## config.mk

```make
export PLATFORM = sky130hd
export DESIGN_NAME = joystick_differential_drive_mixer
export DESIGN_NICKNAME = d
export VERILOG_FILES = /design/src/hw/rtl/jddm_pkg.sv /design/src/hw/rtl/jddm_datapath.sv /design/src/hw/rtl/jddm_ctrl.sv /design/src/hw/rtl/joystick_differential_drive_mixer.sv
export SDC_FILE = /design/constraint.sdc
export NUM_CORES = 2
export LEC_CHECK = 0
export BUFFER_PORTS_ARGS = -buffer_cell sky130_fd_sc_hd__buf_4
export CAP_MARGIN = 10
export CORE_UTILIZATION = 40
export DETAILED_ROUTE_END_ITERATION = 10
export SYNTH_ARGS = -nofsm -noshare
export SYNTH_HDL_FRONTEND = slang
export SYNTH_SLANG_ARGS = --single-unit
```

## constraint.sdc

```tcl
create_clock -name clk -period 13 [get_ports clk]
set_input_delay 2.6 -clock clk [delete_from_list [all_inputs] [get_ports clk]]
set_output_delay 2.6 -clock clk [all_outputs]
set_load 0.03 [all_outputs]
```

## src/hw/rtl/jddm_pkg.sv

```systemverilog
// ----------------------------------------------------------------------------
// jddm_pkg
// Shared types and constants of the differential drive mixer.
// ----------------------------------------------------------------------------
package jddm_pkg;

    localparam int CFG_INDEX_BITS = 3;
    localparam int CFG_DATA_BITS  = 48;
    localparam int DUTY_BITS      = 12;

    localparam logic [CFG_INDEX_BITS-1:0] REG_GEAR_DUTIES    = 3'd0;
    localparam logic [CFG_INDEX_BITS-1:0] REG_STICK_LIMITS   = 3'd1;
    localparam logic [CFG_INDEX_BITS-1:0] REG_GEAR_SELECT    = 3'd2;
    localparam logic [CFG_INDEX_BITS-1:0] REG_PID_ENABLE     = 3'd3;
    localparam logic [CFG_INDEX_BITS-1:0] REG_REVERSE_INVERT = 3'd4;
    localparam logic [CFG_INDEX_BITS-1:0] REG_GYRO_SETPOINT  = 3'd5;
    localparam logic [CFG_INDEX_BITS-1:0] REG_PI_GAINS       = 3'd6;
    localparam logic [CFG_INDEX_BITS-1:0] REG_PI_LIMITS      = 3'd7;

    localparam logic [1:0] DIR_NONE    = 2'd0;
    localparam logic [1:0] DIR_FORWARD = 2'd1;
    localparam logic [1:0] DIR_REVERSE = 2'd2;

    localparam logic [4:0] HOLD_FORWARD_BRAKE = 5'd25;
    localparam logic [4:0] HOLD_REVERSE_BRAKE = 5'd10;

    typedef struct packed {
        logic [7:0]         stick_vertical;
        logic [7:0]         stick_horizontal;
        logic               left_blocked;
        logic               right_blocked;
        logic signed [15:0] gyro_z;
    } in_word_t;

    typedef struct packed {
        logic [DUTY_BITS-1:0] left_forward_duty;
        logic [DUTY_BITS-1:0] left_back_duty;
        logic [DUTY_BITS-1:0] right_forward_duty;
        logic [DUTY_BITS-1:0] right_back_duty;
        logic [4:0]           hold_ms;
        logic                 last;
    } out_word_t;

    // Commands from the controller to the datapath.
    typedef struct packed {
        logic load;      // capture input word, start steering map
        logic map_step;  // one quotient bit of the steering map
        logic pi_mul;    // form PI products
        logic pi_fin;    // sum, round, clamp, update integral
        logic emit;      // build result word
        logic emit_zero; // build the trailing zero word
    } dp_cmd_t;

    // Status from the datapath to the controller.
    typedef struct packed {
        logic changed;   // stick differs from previous sample
        logic map_done;
        logic use_pi;
        logic brake;     // a brake pulse precedes the zero word
    } dp_stat_t;

endpackage

```

## src/hw/rtl/jddm_datapath.sv

```systemverilog
// ----------------------------------------------------------------------------
// jddm_datapath
// Steering map divider, PI loop arithmetic and result word assembly.
// ----------------------------------------------------------------------------
module jddm_datapath #(
    parameter int GEAR_COUNT = 4
) (
    input  logic                   clk,
    input  logic                   rst_n,
    input  jddm_pkg::in_word_t     in_word,
    input  logic [47:0]            gear_duties,
    input  logic [47:0]            stick_limits,
    input  logic [1:0]             gear_select,
    input  logic                   pid_enable,
    input  logic                   reverse_invert,
    input  logic signed [15:0]     gyro_setpoint,
    input  logic [31:0]            pi_gains,
    input  logic [31:0]            pi_limits,
    input  jddm_pkg::dp_cmd_t      cmd,
    output jddm_pkg::dp_stat_t     stat,
    output jddm_pkg::out_word_t    res_word
);
    import jddm_pkg::*;

    localparam int GSEL_BITS = (GEAR_COUNT > 1) ? $clog2(GEAR_COUNT) : 1;
    localparam int NUM_BITS  = DUTY_BITS + 9;   // |x-a| * top
    localparam int QCNT_BITS = $clog2(NUM_BITS + 1);
    localparam logic [DUTY_BITS-1:0] DMAX = {DUTY_BITS{1'b1}};

    function automatic logic [DUTY_BITS-1:0] slot(input logic [47:0] gd, input int idx);
        if (idx * DUTY_BITS >= 48) return '0;
        return DUTY_BITS'((gd >> (idx * DUTY_BITS)) & 48'(DMAX));
    endfunction

    // Captured sample and state
    in_word_t                w_reg;
    logic [7:0]              prev_v_reg, prev_h_reg;
    logic [1:0]              dir_reg;
    logic signed [31:0]      integ_reg;
    logic [DUTY_BITS-1:0]    g_reg;
    // Divider
    logic [NUM_BITS-1:0]     num_reg;
    logic [8:0]              den_reg;
    logic [NUM_BITS-1:0]     quo_reg;
    logic [8:0]              rem_reg;
    logic [QCNT_BITS-1:0]    qcnt_reg;
    logic                    neg_reg;
    logic                    map_zero_reg;
    logic [DUTY_BITS-1:0]    cut_reg;
    // PI
    logic signed [31:0]      acc_reg;
    logic signed [35:0]      pterm_reg;
    logic signed [48:0]      iterm_reg;
    logic [DUTY_BITS-1:0]    pi_out_reg;
    // Result word
    logic [DUTY_BITS-1:0]    lf_duty, lb_duty, rf_duty, rb_duty;
    logic [4:0]              hold;
    logic                    fin;

    // Combinational helpers
    logic [7:0] vmin, vmax, hmin, hmax, dwl, upl;
    logic       fwd, rev, in_left, in_right;
    assign vmin = stick_limits[7:0];
    assign vmax = stick_limits[15:8];
    assign hmin = stick_limits[23:16];
    assign hmax = stick_limits[31:24];
    assign dwl  = stick_limits[39:32];
    assign upl  = stick_limits[47:40];
    assign fwd      = w_reg.stick_vertical > vmax;
    assign rev      = w_reg.stick_vertical < vmin;
    assign in_left  = w_reg.stick_horizontal < hmin;
    assign in_right = w_reg.stick_horizontal > hmax;

    // Map inputs for the loaded word
    logic signed [9:0] ma, mb, mx, dxa, dba;
    logic [GSEL_BITS-1:0] gidx;
    logic [DUTY_BITS-1:0] gsel;
    logic                 lin_left;
    always_comb
    begin
        // gear_select is two bits, so with GEAR_COUNT of 2 or more one subtract wraps it
        if (int'(gear_select) >= GEAR_COUNT)
            gidx = GSEL_BITS'(int'(gear_select) - GEAR_COUNT);
        else
            gidx = GSEL_BITS'(gear_select);
        gsel = slot(gear_duties, int'(gidx));
        mx   = 10'(in_word.stick_horizontal);
        lin_left  = (in_word.stick_horizontal < hmin) && !(in_word.stick_horizontal < dwl);
        if (lin_left)
        begin
            ma = 10'(hmin) - 10'sd1;
            mb = 10'(dwl);
        end
        else
        begin
            ma = 10'(hmax) + 10'sd1;
            mb = 10'(upl);
        end
        dxa = mx - ma;
        dba = mb - ma;
    end

    logic [NUM_BITS-1:0] num_mag;
    logic [8:0]          dxa_mag, dba_mag;
    always_comb
    begin
        dxa_mag = dxa[9] ? 9'(-dxa) : 9'(dxa);
        dba_mag = dba[9] ? 9'(-dba) : 9'(dba);
        num_mag = NUM_BITS'(dxa_mag) * NUM_BITS'(gsel);
    end

    // One restoring division step
    logic [9:0] rem_sh;
    logic       q_bit;
    always_comb
    begin
        rem_sh = {rem_reg, num_reg[NUM_BITS-1]};
        q_bit  = rem_sh >= 10'(den_reg);
    end

    // Steering cut (truncating quotient, saturated)
    logic [DUTY_BITS-1:0] cut_now;
    always_comb
    begin
        if (map_zero_reg || neg_reg)
            cut_now = '0;
        else if (quo_reg > NUM_BITS'(DMAX))
            cut_now = DMAX;
        else
            cut_now = DUTY_BITS'(quo_reg);
    end

    logic [DUTY_BITS-1:0] cl, cr;
    always_comb
    begin
        cl = '0;
        cr = '0;
        if (in_left)
            cl = (w_reg.stick_horizontal < dwl) ? g_reg : cut_reg;
        else if (in_right)
            cr = (w_reg.stick_horizontal > upl) ? g_reg : cut_reg;
    end

    always_comb
    begin
        stat.changed  = (in_word.stick_vertical != prev_v_reg)
                     || (in_word.stick_horizontal != prev_h_reg);
        stat.map_done = (qcnt_reg == '0);
        stat.use_pi   = pid_enable && (cl == '0) && (cr == '0)
                     && ((fwd && !w_reg.left_blocked && !w_reg.right_blocked)
                         || (!fwd && rev));
        stat.brake    = !fwd && !rev && !in_left && !in_right && (dir_reg != DIR_NONE);
    end

    // PI combinational pieces
    logic signed [15:0] sp;
    logic signed [17:0] err_now;
    logic signed [33:0] acc_wide;
    logic signed [31:0] acc_sat;
    always_comb
    begin
        sp       = gyro_setpoint;
        err_now  = fwd ? (18'(sp) - 18'(w_reg.gyro_z)) : (-18'(sp) - 18'(w_reg.gyro_z));
        acc_wide = 34'(integ_reg) + 34'(err_now);
        if (acc_wide > 34'sd2147483647)
            acc_sat = 32'sh7fffffff;
        else if (acc_wide < -34'sd2147483648)
            acc_sat = 32'sh80000000;
        else
            acc_sat = 32'(acc_wide);
    end

    logic signed [49:0] sum;
    logic        [49:0] mag;
    logic signed [50:0] v;
    logic signed [15:0] plo, phi;
    logic [DUTY_BITS-1:0] pi_now;
    always_comb
    begin
        sum = 50'(pterm_reg) + 50'(iterm_reg);
        plo = pi_limits[15:0];
        phi = pi_limits[31:16];
        if (!sum[49])
        begin
            mag = (50'(sum) + 50'd128) >> 8;
            v   = 51'(mag);
        end
        else
        begin
            mag = (50'(-sum) + 50'd128) >> 8;
            v   = -51'(mag);
        end
        if (v > 51'(phi))
            v = 51'(phi);
        else if (v < 51'(plo))
            v = 51'(plo);
        if (v < 0)
            pi_now = '0;
        else if (v > 51'(DMAX))
            pi_now = DMAX;
        else
            pi_now = DUTY_BITS'(v);
    end

    always_ff @(posedge clk or negedge rst_n)
    begin
        if (!rst_n)
        begin
            prev_v_reg <= '0;
            prev_h_reg <= '0;
            dir_reg    <= DIR_NONE;
            integ_reg  <= '0;
            qcnt_reg   <= '0;
        end
        else
        begin
            if (cmd.load)
            begin
                prev_v_reg <= in_word.stick_vertical;
                prev_h_reg <= in_word.stick_horizontal;
                qcnt_reg   <= QCNT_BITS'(NUM_BITS);
            end
            else if (cmd.map_step && qcnt_reg != '0)
                qcnt_reg <= qcnt_reg - 1'b1;
            if (cmd.pi_fin)
                integ_reg <= acc_reg;
            if (cmd.emit)
            begin
                if (fwd)
                    dir_reg <= DIR_FORWARD;
                else if (rev)
                    dir_reg <= DIR_REVERSE;
                else
                    dir_reg <= DIR_NONE;
            end
        end
    end

    always_ff @(posedge clk)
    begin
        if (cmd.load)
        begin
            w_reg        <= in_word;
            g_reg        <= gsel;
            num_reg      <= num_mag;
            den_reg      <= dba_mag;
            quo_reg      <= '0;
            rem_reg      <= '0;
            neg_reg      <= (dxa[9] ^ dba[9]) && (dxa != 0);
            map_zero_reg <= (dba == 0);
        end
        else if (cmd.map_step && qcnt_reg != '0)
        begin
            num_reg <= num_reg << 1;
            quo_reg <= {quo_reg[NUM_BITS-2:0], q_bit};
            rem_reg <= q_bit ? 9'(rem_sh - 10'(den_reg)) : rem_sh[8:0];
        end
        if (cmd.map_step && qcnt_reg == '0)
            cut_reg <= cut_now;
        if (cmd.pi_mul)
        begin
            acc_reg   <= acc_sat;
            pterm_reg <= 36'($signed({1'b0, pi_gains[15:0]}) * err_now);
            iterm_reg <= 49'($signed({1'b0, pi_gains[31:16]}) * acc_sat);
        end
        if (cmd.pi_fin)
            pi_out_reg <= pi_now;
    end

    // Result word assembly
    logic [DUTY_BITS-1:0] sl, sr, tl, tr;
    always_comb
    begin
        tl = (g_reg > cl) ? g_reg - cl : '0;
        tr = (g_reg > cr) ? g_reg - cr : '0;
        sl = tl;
        sr = tr;
        if (rev && !fwd && reverse_invert)
        begin
            sl = (g_reg > cr) ? g_reg - cr : '0;
            sr = (g_reg > cl) ? g_reg - cl : '0;
        end
        if (stat.use_pi)
            sr = pi_out_reg;
    end

    always_ff @(posedge clk)
    begin
        if (cmd.emit)
        begin
            lf_duty <= '0;
            lb_duty <= '0;
            rf_duty <= '0;
            rb_duty <= '0;
            hold    <= '0;
            fin     <= 1'b1;
            if (fwd)
            begin
                if (!w_reg.left_blocked && !w_reg.right_blocked)
                begin
                    lf_duty <= sl;
                    rf_duty <= sr;
                end
                else if (w_reg.left_blocked && !w_reg.right_blocked)
                begin
                    lf_duty <= slot(gear_duties, 3);
                    rb_duty <= slot(gear_duties, 2);
                end
                else if (w_reg.right_blocked && !w_reg.left_blocked)
                begin
                    lb_duty <= slot(gear_duties, 2);
                    rf_duty <= slot(gear_duties, 3);
                end
            end
            else if (rev)
            begin
                lb_duty <= sl;
                rb_duty <= sr;
            end
            else if (in_right)
            begin
                lf_duty <= g_reg;
                rb_duty <= g_reg;
            end
            else if (in_left)
            begin
                lb_duty <= g_reg;
                rf_duty <= g_reg;
            end
            else if (dir_reg == DIR_FORWARD)
            begin
                lb_duty <= g_reg;
                rb_duty <= g_reg;
                hold    <= HOLD_FORWARD_BRAKE;
                fin     <= 1'b0;
            end
            else if (dir_reg == DIR_REVERSE)
            begin
                lf_duty <= g_reg;
                rf_duty <= g_reg;
                hold    <= HOLD_REVERSE_BRAKE;
                fin     <= 1'b0;
            end
        end
        else if (cmd.emit_zero)
        begin
            lf_duty <= '0;
            lb_duty <= '0;
            rf_duty <= '0;
            rb_duty <= '0;
            hold    <= '0;
            fin     <= 1'b1;
        end
    end

    assign res_word = {lf_duty, lb_duty, rf_duty, rb_duty, hold, fin};

endmodule

```

## src/hw/rtl/jddm_ctrl.sv

```systemverilog
// ----------------------------------------------------------------------------
// jddm_ctrl
// Sequencer: accept, divide, PI, emit one or two result words; a word with an unchanged stick is dropped.
// ----------------------------------------------------------------------------
module jddm_ctrl (
    input  logic               clk,
    input  logic               rst_n,
    input  logic               in_valid,
    output logic               in_stall,
    output logic               out_valid,
    input  logic               out_stall,
    input  jddm_pkg::dp_stat_t stat,
    output jddm_pkg::dp_cmd_t  cmd
);
    import jddm_pkg::*;

    localparam logic [2:0] S_IDLE = 3'd0;
    localparam logic [2:0] S_MAP  = 3'd1;
    localparam logic [2:0] S_MUL  = 3'd2;
    localparam logic [2:0] S_FIN  = 3'd3;
    localparam logic [2:0] S_EMIT = 3'd4;
    localparam logic [2:0] S_OUT1 = 3'd5;
    localparam logic [2:0] S_OUT2 = 3'd6;

    logic [2:0] state_reg, state_next;
    logic       take;

    assign in_stall  = (state_reg != S_IDLE);
    assign take      = in_valid && (state_reg == S_IDLE);
    assign out_valid = (state_reg == S_OUT1) || (state_reg == S_OUT2);

    always_comb
    begin
        state_next = state_reg;
        cmd        = '0;
        unique case (state_reg)
            S_IDLE:
                if (take && stat.changed)
                begin
                    cmd.load   = 1'b1;
                    state_next = S_MAP;
                end
            S_MAP:
            begin
                cmd.map_step = 1'b1;
                if (stat.map_done)
                    state_next = S_MUL;
            end
            S_MUL:
            begin
                cmd.pi_mul = 1'b1;
                state_next = S_FIN;
            end
            S_FIN:
            begin
                if (stat.use_pi)
                    cmd.pi_fin = 1'b1;
                state_next = S_EMIT;
            end
            S_EMIT:
            begin
                cmd.emit   = 1'b1;
                state_next = stat.brake ? S_OUT1 : S_OUT2;
            end
            S_OUT1:
                if (!out_stall)
                begin
                    cmd.emit_zero = 1'b1;
                    state_next    = S_OUT2;
                end
            S_OUT2:
                if (!out_stall)
                    state_next = S_IDLE;
            default:
                state_next = S_IDLE;
        endcase
    end

    always_ff @(posedge clk or negedge rst_n)
    begin
        if (!rst_n)
            state_reg <= S_IDLE;
        else
            state_reg <= state_next;
    end

endmodule

```

## src/hw/rtl/joystick_differential_drive_mixer.sv

```systemverilog
// ----------------------------------------------------------------------------
// joystick_differential_drive_mixer
// Stick to H-bridge duty mixer with steering map, gyro PI trim and brake.
// ----------------------------------------------------------------------------
// One input word is taken at a time. A word whose stick equals the previous
// sample is dropped with no result. Otherwise the word passes a bit-serial
// restoring divider for the steering map, then the PI product and finish
// steps, before its result is offered; a new word is not taken until every
// result word has been delivered. A brake after forward or reverse yields
// two result words, the pulse and a zero word.
// Configuration writes are taken in any cycle but belong to idle periods.
module joystick_differential_drive_mixer #(
    parameter int GEAR_COUNT = 4
) (
    input  logic                   clk,
    input  logic                   rst_n,
    input  logic                   in_valid,
    output logic                   in_stall,
    input  jddm_pkg::in_word_t     in_data,
    output logic                   out_valid,
    input  logic                   out_stall,
    output jddm_pkg::out_word_t    out_data,
    input  logic                   cfg_we,
    input  logic [2:0]             cfg_index,
    input  logic [47:0]            cfg_data
);
    import jddm_pkg::*;

    logic [47:0]        gear_duties_reg, stick_limits_reg;
    logic [1:0]         gear_select_reg;
    logic               pid_enable_reg, reverse_invert_reg;
    logic signed [15:0] gyro_setpoint_reg;
    logic [31:0]        pi_gains_reg, pi_limits_reg;

    // Register file: write only, one register per index
    always_ff @(posedge clk or negedge rst_n)
    begin
        if (!rst_n)
        begin
            gear_duties_reg    <= '0;
            stick_limits_reg   <= '0;
            gear_select_reg    <= '0;
            pid_enable_reg     <= 1'b0;
            reverse_invert_reg <= 1'b0;
            gyro_setpoint_reg  <= '0;
            pi_gains_reg       <= '0;
            pi_limits_reg      <= '0;
        end
        else if (cfg_we)
        begin
            unique case (cfg_index)
                REG_GEAR_DUTIES:    gear_duties_reg    <= cfg_data;
                REG_STICK_LIMITS:   stick_limits_reg   <= cfg_data;
                REG_GEAR_SELECT:    gear_select_reg    <= cfg_data[1:0];
                REG_PID_ENABLE:     pid_enable_reg     <= cfg_data[0];
                REG_REVERSE_INVERT: reverse_invert_reg <= cfg_data[0];
                REG_GYRO_SETPOINT:  gyro_setpoint_reg  <= cfg_data[15:0];
                REG_PI_GAINS:       pi_gains_reg       <= cfg_data[31:0];
                REG_PI_LIMITS:      pi_limits_reg      <= cfg_data[31:0];
                default:            ;
            endcase
        end
    end

    dp_cmd_t  cmd;
    dp_stat_t stat;

    jddm_ctrl u_ctrl (
        .clk       (clk),
        .rst_n     (rst_n),
        .in_valid  (in_valid),
        .in_stall  (in_stall),
        .out_valid (out_valid),
        .out_stall (out_stall),
        .stat      (stat),
        .cmd       (cmd)
    );

    jddm_datapath #(
        .GEAR_COUNT (GEAR_COUNT)
    ) u_dp (
        .clk            (clk),
        .rst_n          (rst_n),
        .in_word        (in_data),
        .gear_duties    (gear_duties_reg),
        .stick_limits   (stick_limits_reg),
        .gear_select    (gear_select_reg),
        .pid_enable     (pid_enable_reg),
        .reverse_invert (reverse_invert_reg),
        .gyro_setpoint  (gyro_setpoint_reg),
        .pi_gains       (pi_gains_reg),
        .pi_limits      (pi_limits_reg),
        .cmd            (cmd),
        .stat           (stat),
        .res_word       (out_data)
    );

endmodule

```

* Word level (Yosys, flattened, before mapping) *
Index checks and enable logic that the tools add are counted.

cells by class
  bitwise logic cells = 1
  divide/modulo/power cells = 0
  shift-type cells = 1
  multiplexer cells = 97
  magnitude comparators = 19
  reduce and logical (&&, ||, !) cells = 52
  eq/ne operators = 21
  multipliers = 4
  add/sub/neg operators = 19

operator list
  kind                     number
  $mux W12                 48
  $mux W51                 3
  $add A50 B8 Y50 const B  2
  $mux W32                 2
  $gt A51 B12 Y1 const B   1
  $gt A51 B16 Y1           1
  $lt A51 B1 Y1 const B    1
  $lt A51 B16 Y1           1
  $neg A42 Y51             1
  $add A35 B49 Y50         1
  $neg A50 Y50             1
  $mul A17 B32 Y49         1
  $shr A48 B32 Y12         1
  $mux W5                  9
  $mux W21                 2
  $lt A8 B8 Y1             5
  $mul A17 B18 Y35         1
  $gt A34 B32 Y1 const B   1
  $lt A34 B32 Y1 const B   1
  $add A32 B18 Y33         1
  $ge A32 B7 Y1 const B    1
  $logic_not A32 Y1        1
  $reduce_bool A32 Y1      1
  $mux W9                  3
  other kinds (43)         124

storage, ports and cells
  logic and storage cells = 251
  RAM bits = 0
  memories = 0
  flip-flop bits (word level) = 540
  bits in latches = 0
  output and inout bits = 56
  bits in read-only memories = 0

* Longest topological paths before layout *
  depth in word-level cells = 11
  depth in mapped cells = 72

* Cells and area by module *
A second synthesis with hierarchy kept.

unflattened totals
  cell total of the unflattened synthesis = 7,670
  area, all modules = 70,968.1 sq um

modules (own cells, without submodules)
  module                             times used  cells an instance  area each (sq um)  seq. area each (sq um)
  jddm_datapath                      1           7,250              63,928.8           10,084.7
  joystick_differential_drive_mixer  1           389                6,784.0            4,504.3
  jddm_ctrl                          1           31                 255.2              75.1

* Worst setup path after synthesis *
Ideal clock, no wire load.

  kind = register -> register
  start point = reg u_dp.w_reg[1] in the netlist's numbering
  end point = reg u_dp.iterm_reg[41], data pin
  period minus slack after synthesis = 14.130 ns
  setup slack = -1.130 ns
  arrival = 13.867 ns
  library setup time = 0.264 ns
  stages on the path, launching flop included = 67
  path buffers = 5
  path through = edfxtp_1 -> inv_1 -> ha_1 -> ha_1 -> inv_1 -> fa_1 -> nor2b_1 -> o21ai_0 -> a21boi_0 -> o21ai_0 -> a21boi_0 -> o21ai_0 -> a21boi_0 -> o21ai_0 -> a21boi_0 -> o21ai_0 -> nand2_1 -> and2_1 -> (+31 left out) -> fa_1 -> inv_1 -> ha_1 -> a21o_1 -> a21oi_1 -> inv_1 -> o21ai_0 -> o31ai_1 -> o21ai_0 -> a311oi_1 -> o31ai_1 -> nand2b_1 -> a21o_1 -> a41oi_1 -> a21oi_1 -> a21o_1 -> a21oi_1 -> xnor2_1

between the ends
  cells in the longest elaborated chain, start to end = 7

ends and longest elaborated chain
  what                                                  line                  text
  start, declared                                       jddm_datapath.sv:36   in_word_t w_reg;
  start signal, assigned                                jddm_datapath.sv:243  w_reg <= in_word;
  $sub A18 B16 Y18 or $sub A16 B16 Y17 (tied branches)  jddm_datapath.sv:163  err_now = fwd ? (18'(sp) - 18'(w_reg.gyro_z)) : (-18'(sp) - 18'(w_reg.gyro_z));
  $mux W18 (*)                                          jddm_datapath.sv:163
  $add A32 B18 Y33 (*)                                  jddm_datapath.sv:164  acc_wide = 34'(integ_reg) + 34'(err_now);
  $lt A34 B32 Y1                                        jddm_datapath.sv:167  else if (acc_wide < -34'sd2147483648)
  $mux W32                                              jddm_datapath.sv:167
  $mux W32 (*)                                          jddm_datapath.sv:165  if (acc_wide > 34'sd2147483647)
  $mul A17 B32 Y49 (*)                                  jddm_datapath.sv:264  iterm_reg <= 49'($signed({1'b0, pi_gains[31:16]}) * acc_sat);
  end signal, assigned                                  jddm_datapath.sv:264
  end, declared                                         jddm_datapath.sv:53   logic signed [48:0] iterm_reg;

Every way passes the cells marked *; elsewhere a longest branch is shown, timed or not.
A chain may end at the register's enable or synchronous reset.

* Final worst setup path *
  start point = reg gyro_setpoint_reg[1]
  end point = reg u_dp.iterm_reg[43], data pin

between the ends
  cells in the longest elaborated chain, start to end = 8

ends and longest elaborated chain
  what                    line                                     text
  start, declared         joystick_differential_drive_mixer.sv:32  logic signed [15:0] gyro_setpoint_reg;
  start signal, assigned  joystick_differential_drive_mixer.sv:57  REG_GYRO_SETPOINT: gyro_setpoint_reg <= cfg_data[15:0];
  $neg A16 Y18            jddm_datapath.sv:163
  $sub A18 B16 Y18        jddm_datapath.sv:163
  $mux W18 (*)            jddm_datapath.sv:163
  $add A32 B18 Y33 (*)    jddm_datapath.sv:164
  $lt A34 B32 Y1          jddm_datapath.sv:167
  $mux W32                jddm_datapath.sv:167
  $mux W32 (*)            jddm_datapath.sv:165
  $mul A17 B32 Y49 (*)    jddm_datapath.sv:264

Marked as above.

==> reports/qor.log <==
INFO  status         status=complete, but fails checks
INFO  status         violations_in_the_final_reports=negative setup slack
INFO  synthesis      post_synthesis_instance_area=70200squm
INFO  detailed_routing detail-route-antenna-nets=0
INFO  synthesis      count_of_different_cell_masters_after_synthesis=125
INFO  sta            max_freq=75.5MHz
INFO  die            die_h=421microns
INFO  cts            cts_max_level=2
INFO  cells_and_area flow.area_growth_from_synthesis=16.7%
INFO  sta            timing.final.crit_period=13.25ns
INFO  sta            drv_slew=0
INFO  sta            post-route-worst-setup-slack=-0.246ns
INFO  sta            rsz0062_at_grt=true
INFO  detailed_routing drtPass1Iterations=8
INFO  cells_and_area drive_gt1_share=17.6%
INFO  critical_path  worst-setup-path-type=reg -> reg
INFO  synthesis      share_of_flip_flops_with_an_asynchronous_set_or_reset_after_synthesis=44.2%
INFO  critical_path  timing.critical_path.to_type=register
INFO  critical_path  top_fanout_value_on_the_critical_path=5
INFO  critical_path  crit_path_start_kind=register
INFO  sta            max_slew.worst_pin.slew=1.32ns
INFO  die            dieWidth=421microns
INFO  die            placementRows=153
INFO  critical_path  cell_with_the_most_instances_on_the_worst_path=sky130_fd_sc_hd__o21ai_2
INFO  placed_design  dpl.hpwl=187mm
INFO  global_routing grt_remaining_overflow=0
INFO  cts            cts_hold_repair.buffers=0
INFO  placed_design  placement.io_buffers=144
INFO  cts            clk_transition_reported_paths=0.06ns
INFO  sta            min_period_over_period=102%
INFO  synthesis      postSynthAreaPerCell=9.16squm
INFO  cells_and_area fill_cell_instance_count_of_the_final_layout=16500
INFO  synthesis      synth_most_common_cell=sky130_fd_sc_hd__inv_1
INFO  cells_and_area largest_reg_flops=49
INFO  cts            cts_tree=done
INFO  critical_path  gate_family_responsible_for_the_most_delay_along_the_worst_path=compound AO/OA/AOI/OAI gates
INFO  die            num_io_pins=146
INFO  synthesis      post-synth-top-area-cell=sky130_fd_sc_hd__fa_1
INFO  critical_path  required=13.42ns
INFO  cts            cts.path.max_buffers=3
INFO  cts            cts.root.buffer_cell=sky130_fd_sc_hd__clkbuf_16
INFO  synthesis      ys_seq_area_share=20.9%
INFO  placed_design  finalWeightedCongestion=0.960
INFO  die            design.die.area=177000squm
INFO  critical_path  critical_path.max_stage_delay=0.54ns
INFO  job            cap_viol_max_count=0
INFO  synthesis      yosysWarningCount=0
INFO  die            fp.coreArea=174000squm
INFO  cells_and_area multi_input_area=51000squm
INFO  synthesis      synth.top_cells.by_count=sky130_fd_sc_hd__inv_1 (1256), sky130_fd_sc_hd__nand2_1 (897), sky130_fd_sc_hd__fa_1 (862)
INFO  global_routing grt_first_pass_wirelength=351mm
INFO  critical_path  cp.arrival=13.67ns
INFO  sta            clock_skew=0.0708ns
INFO  detailed_routing route.detailed.wl_per_inst=22.1microns
INFO  synthesis      postSynthNetCount=9213
INFO  global_routing groute.usage.overall=26.2%
INFO  sta            total_of_endpoints_with_negative_setup_slack_in_the_final_report=8
INFO  cells_and_area num-nets-final=9753
INFO  synthesis      postSynthCellCount=7662
INFO  synthesis      synth_seq_cells=538
INFO  detailed_routing vias_per_cell=5.41
INFO  detailed_routing drt_first_iter_violations=4913
INFO  global_routing maximum_number_of_pins_on_one_net_before_global_route_repair=114
INFO  sta            hold_viol=0
INFO  detailed_routing detail_route.wirelength=233mm
INFO  cts            clock_sink_count=538
INFO  detailed_routing vias=57300
INFO  global_routing via_count_of_the_first_global_routing_pass=57900
INFO  synthesis      dominantRegCellSynth=sky130_fd_sc_hd__edfxtp_1
INFO  synthesis      synth_top_cells_by_area=sky130_fd_sc_hd__fa_1 (25%), sky130_fd_sc_hd__edfxtp_1 (12%), sky130_fd_sc_hd__ha_1 (11%), sky130_fd_sc_hd__dfrtp_1 (8.5%), sky130_fd_sc_hd__inv_1 (6.7%)
INFO  cts            worstSkewPairLatency=0.72ns
INFO  critical_path  worstPathBufferInverterCount=12
INFO  die            initial_core_util=40.3%
INFO  critical_path  crit_slowest_cell=sky130_fd_sc_hd__fa_1
INFO  global_routing number_of_antenna_violations_at_the_first_check_in_global_routing=14
INFO  cts            cts_buffers=60
INFO  synthesis      synth_enable_flop_cells=270
INFO  sta            timing.slew.headroom=12.2%
INFO  detailed_routing remaining_drc_errors=0
INFO  min_path       timing.hold.worst.class=reg -> reg
INFO  sta            final.setup.tns=-1.01ns
INFO  cells_and_area final-seq-area=14700squm
INFO  synthesis      netlist.area_leader.share=24.6%
==> logic make-up after synthesis <==
family          count (synthesis)  share of synthesized area [%]
fa+ha+maj                    1465                           35.3
simple gates                 2375                           16.3
xor+xnor                      316                           3.95
other cells                     1                        0.00534
flops                         538                           20.9
compound gates               1138                           10.9
buf+inv                      1568                           8.44
mux                           261                           4.26
==> placed cells by master, fill, tap and decap left out, drive strengths merged, types with 270 or more instances in the layout <==
cell    count
inv      1261
nand2     899
fa        862
buf       787
ha        599
nor2      472
and2      298
a21oi     287
o21ai     282
edfxtp    270
==> final cells by class <==
class                           instances  area share [%]
Antenna cell                            6          0.0183
Clock buffer                           80            2.09
Clock inverter                         34           0.495
Inverter                             1256            5.76
Multi-Input combinational cell       5556            62.3
Sequential cell                       538            17.9
Tap cell                             2325            3.55
Timing Repair Buffer                  790            7.88
==> timing repair <==
action,CTS,global route
setup buffers,80,51
cloned,2,3
gates resized for setup,189,209
hold endpoints to repair,0,0
pin swaps,108,110
setup endpoints to repair,27,23
==> final timing paths <==
| path | startpoint | cells after the start | slack, ns | endpoint |
|---|---|---|---|---|
| min in group asynchronous | rst_n | 1 | 1.94 | gear_duties_reg[33] |
| hold reg to reg | u_dp.acc_reg[3] | 1 | 0.45 | u_dp.integ_reg[3] |
| hold / removal | u_dp.acc_reg[3] | 1 | 0.45 | u_dp.integ_reg[3] |
| setup reg to reg | gyro_setpoint_reg[1] | 66 | -0.25 | u_dp.iterm_reg[43] |
| setup / recovery | gyro_setpoint_reg[1] | 66 | -0.25 | u_dp.iterm_reg[43] |
| max in group asynchronous | rst_n | 2 | 9.49 | pi_gains_reg[31] |
==> per-layer routing <==
| layer | global-route usage [%] | vias to the layer above | share of wire, % |
|---|---|---|---|
| li1 | - | 26200 | - |
| met1 | 35.2 | 28800 | 43 |
| met2 | 42.6 | 1800 | 46 |
| met3 | 3.32 | 442 | 6.0 |
| met4 | 10.7 | 10 | 4.8 |
| met5 | 0 | - | 0.027 |
==> per-stage QoR <==
step,cell area [sq um],cells,utilization [%],hold WS (ns),setup WS [ns]
after detailed placement,77200,10300,44.3,0.450,-1.52
after global placement,77200,10300,44.3,0.441,-1.32
after global routing,81800,10600,47.0,0.464,-0.688
after CTS,80700,10500,46.4,0.452,-0.0647
final,81900,10600,47.0,0.453,-0.246
after floorplan,70300,7662,-,0.431,0.0171
==> worst reg2reg max path: cells and delay by family, from the launching register on <==
kind	cells	cell delay [ns]
buffers and inverters	12	1.26
AO/OA/AOI/OAI	33	5.68
flip-flops	1	0.41
adder cells (fa/ha/maj)	11	4.26
XOR/XNOR	1	0.14
AND/OR/NAND/NOR	9	1.23
Power is left out: the tool's default activity adds up to more than one toggle a clock period on the data nets, which glitch-free logic cannot reach.
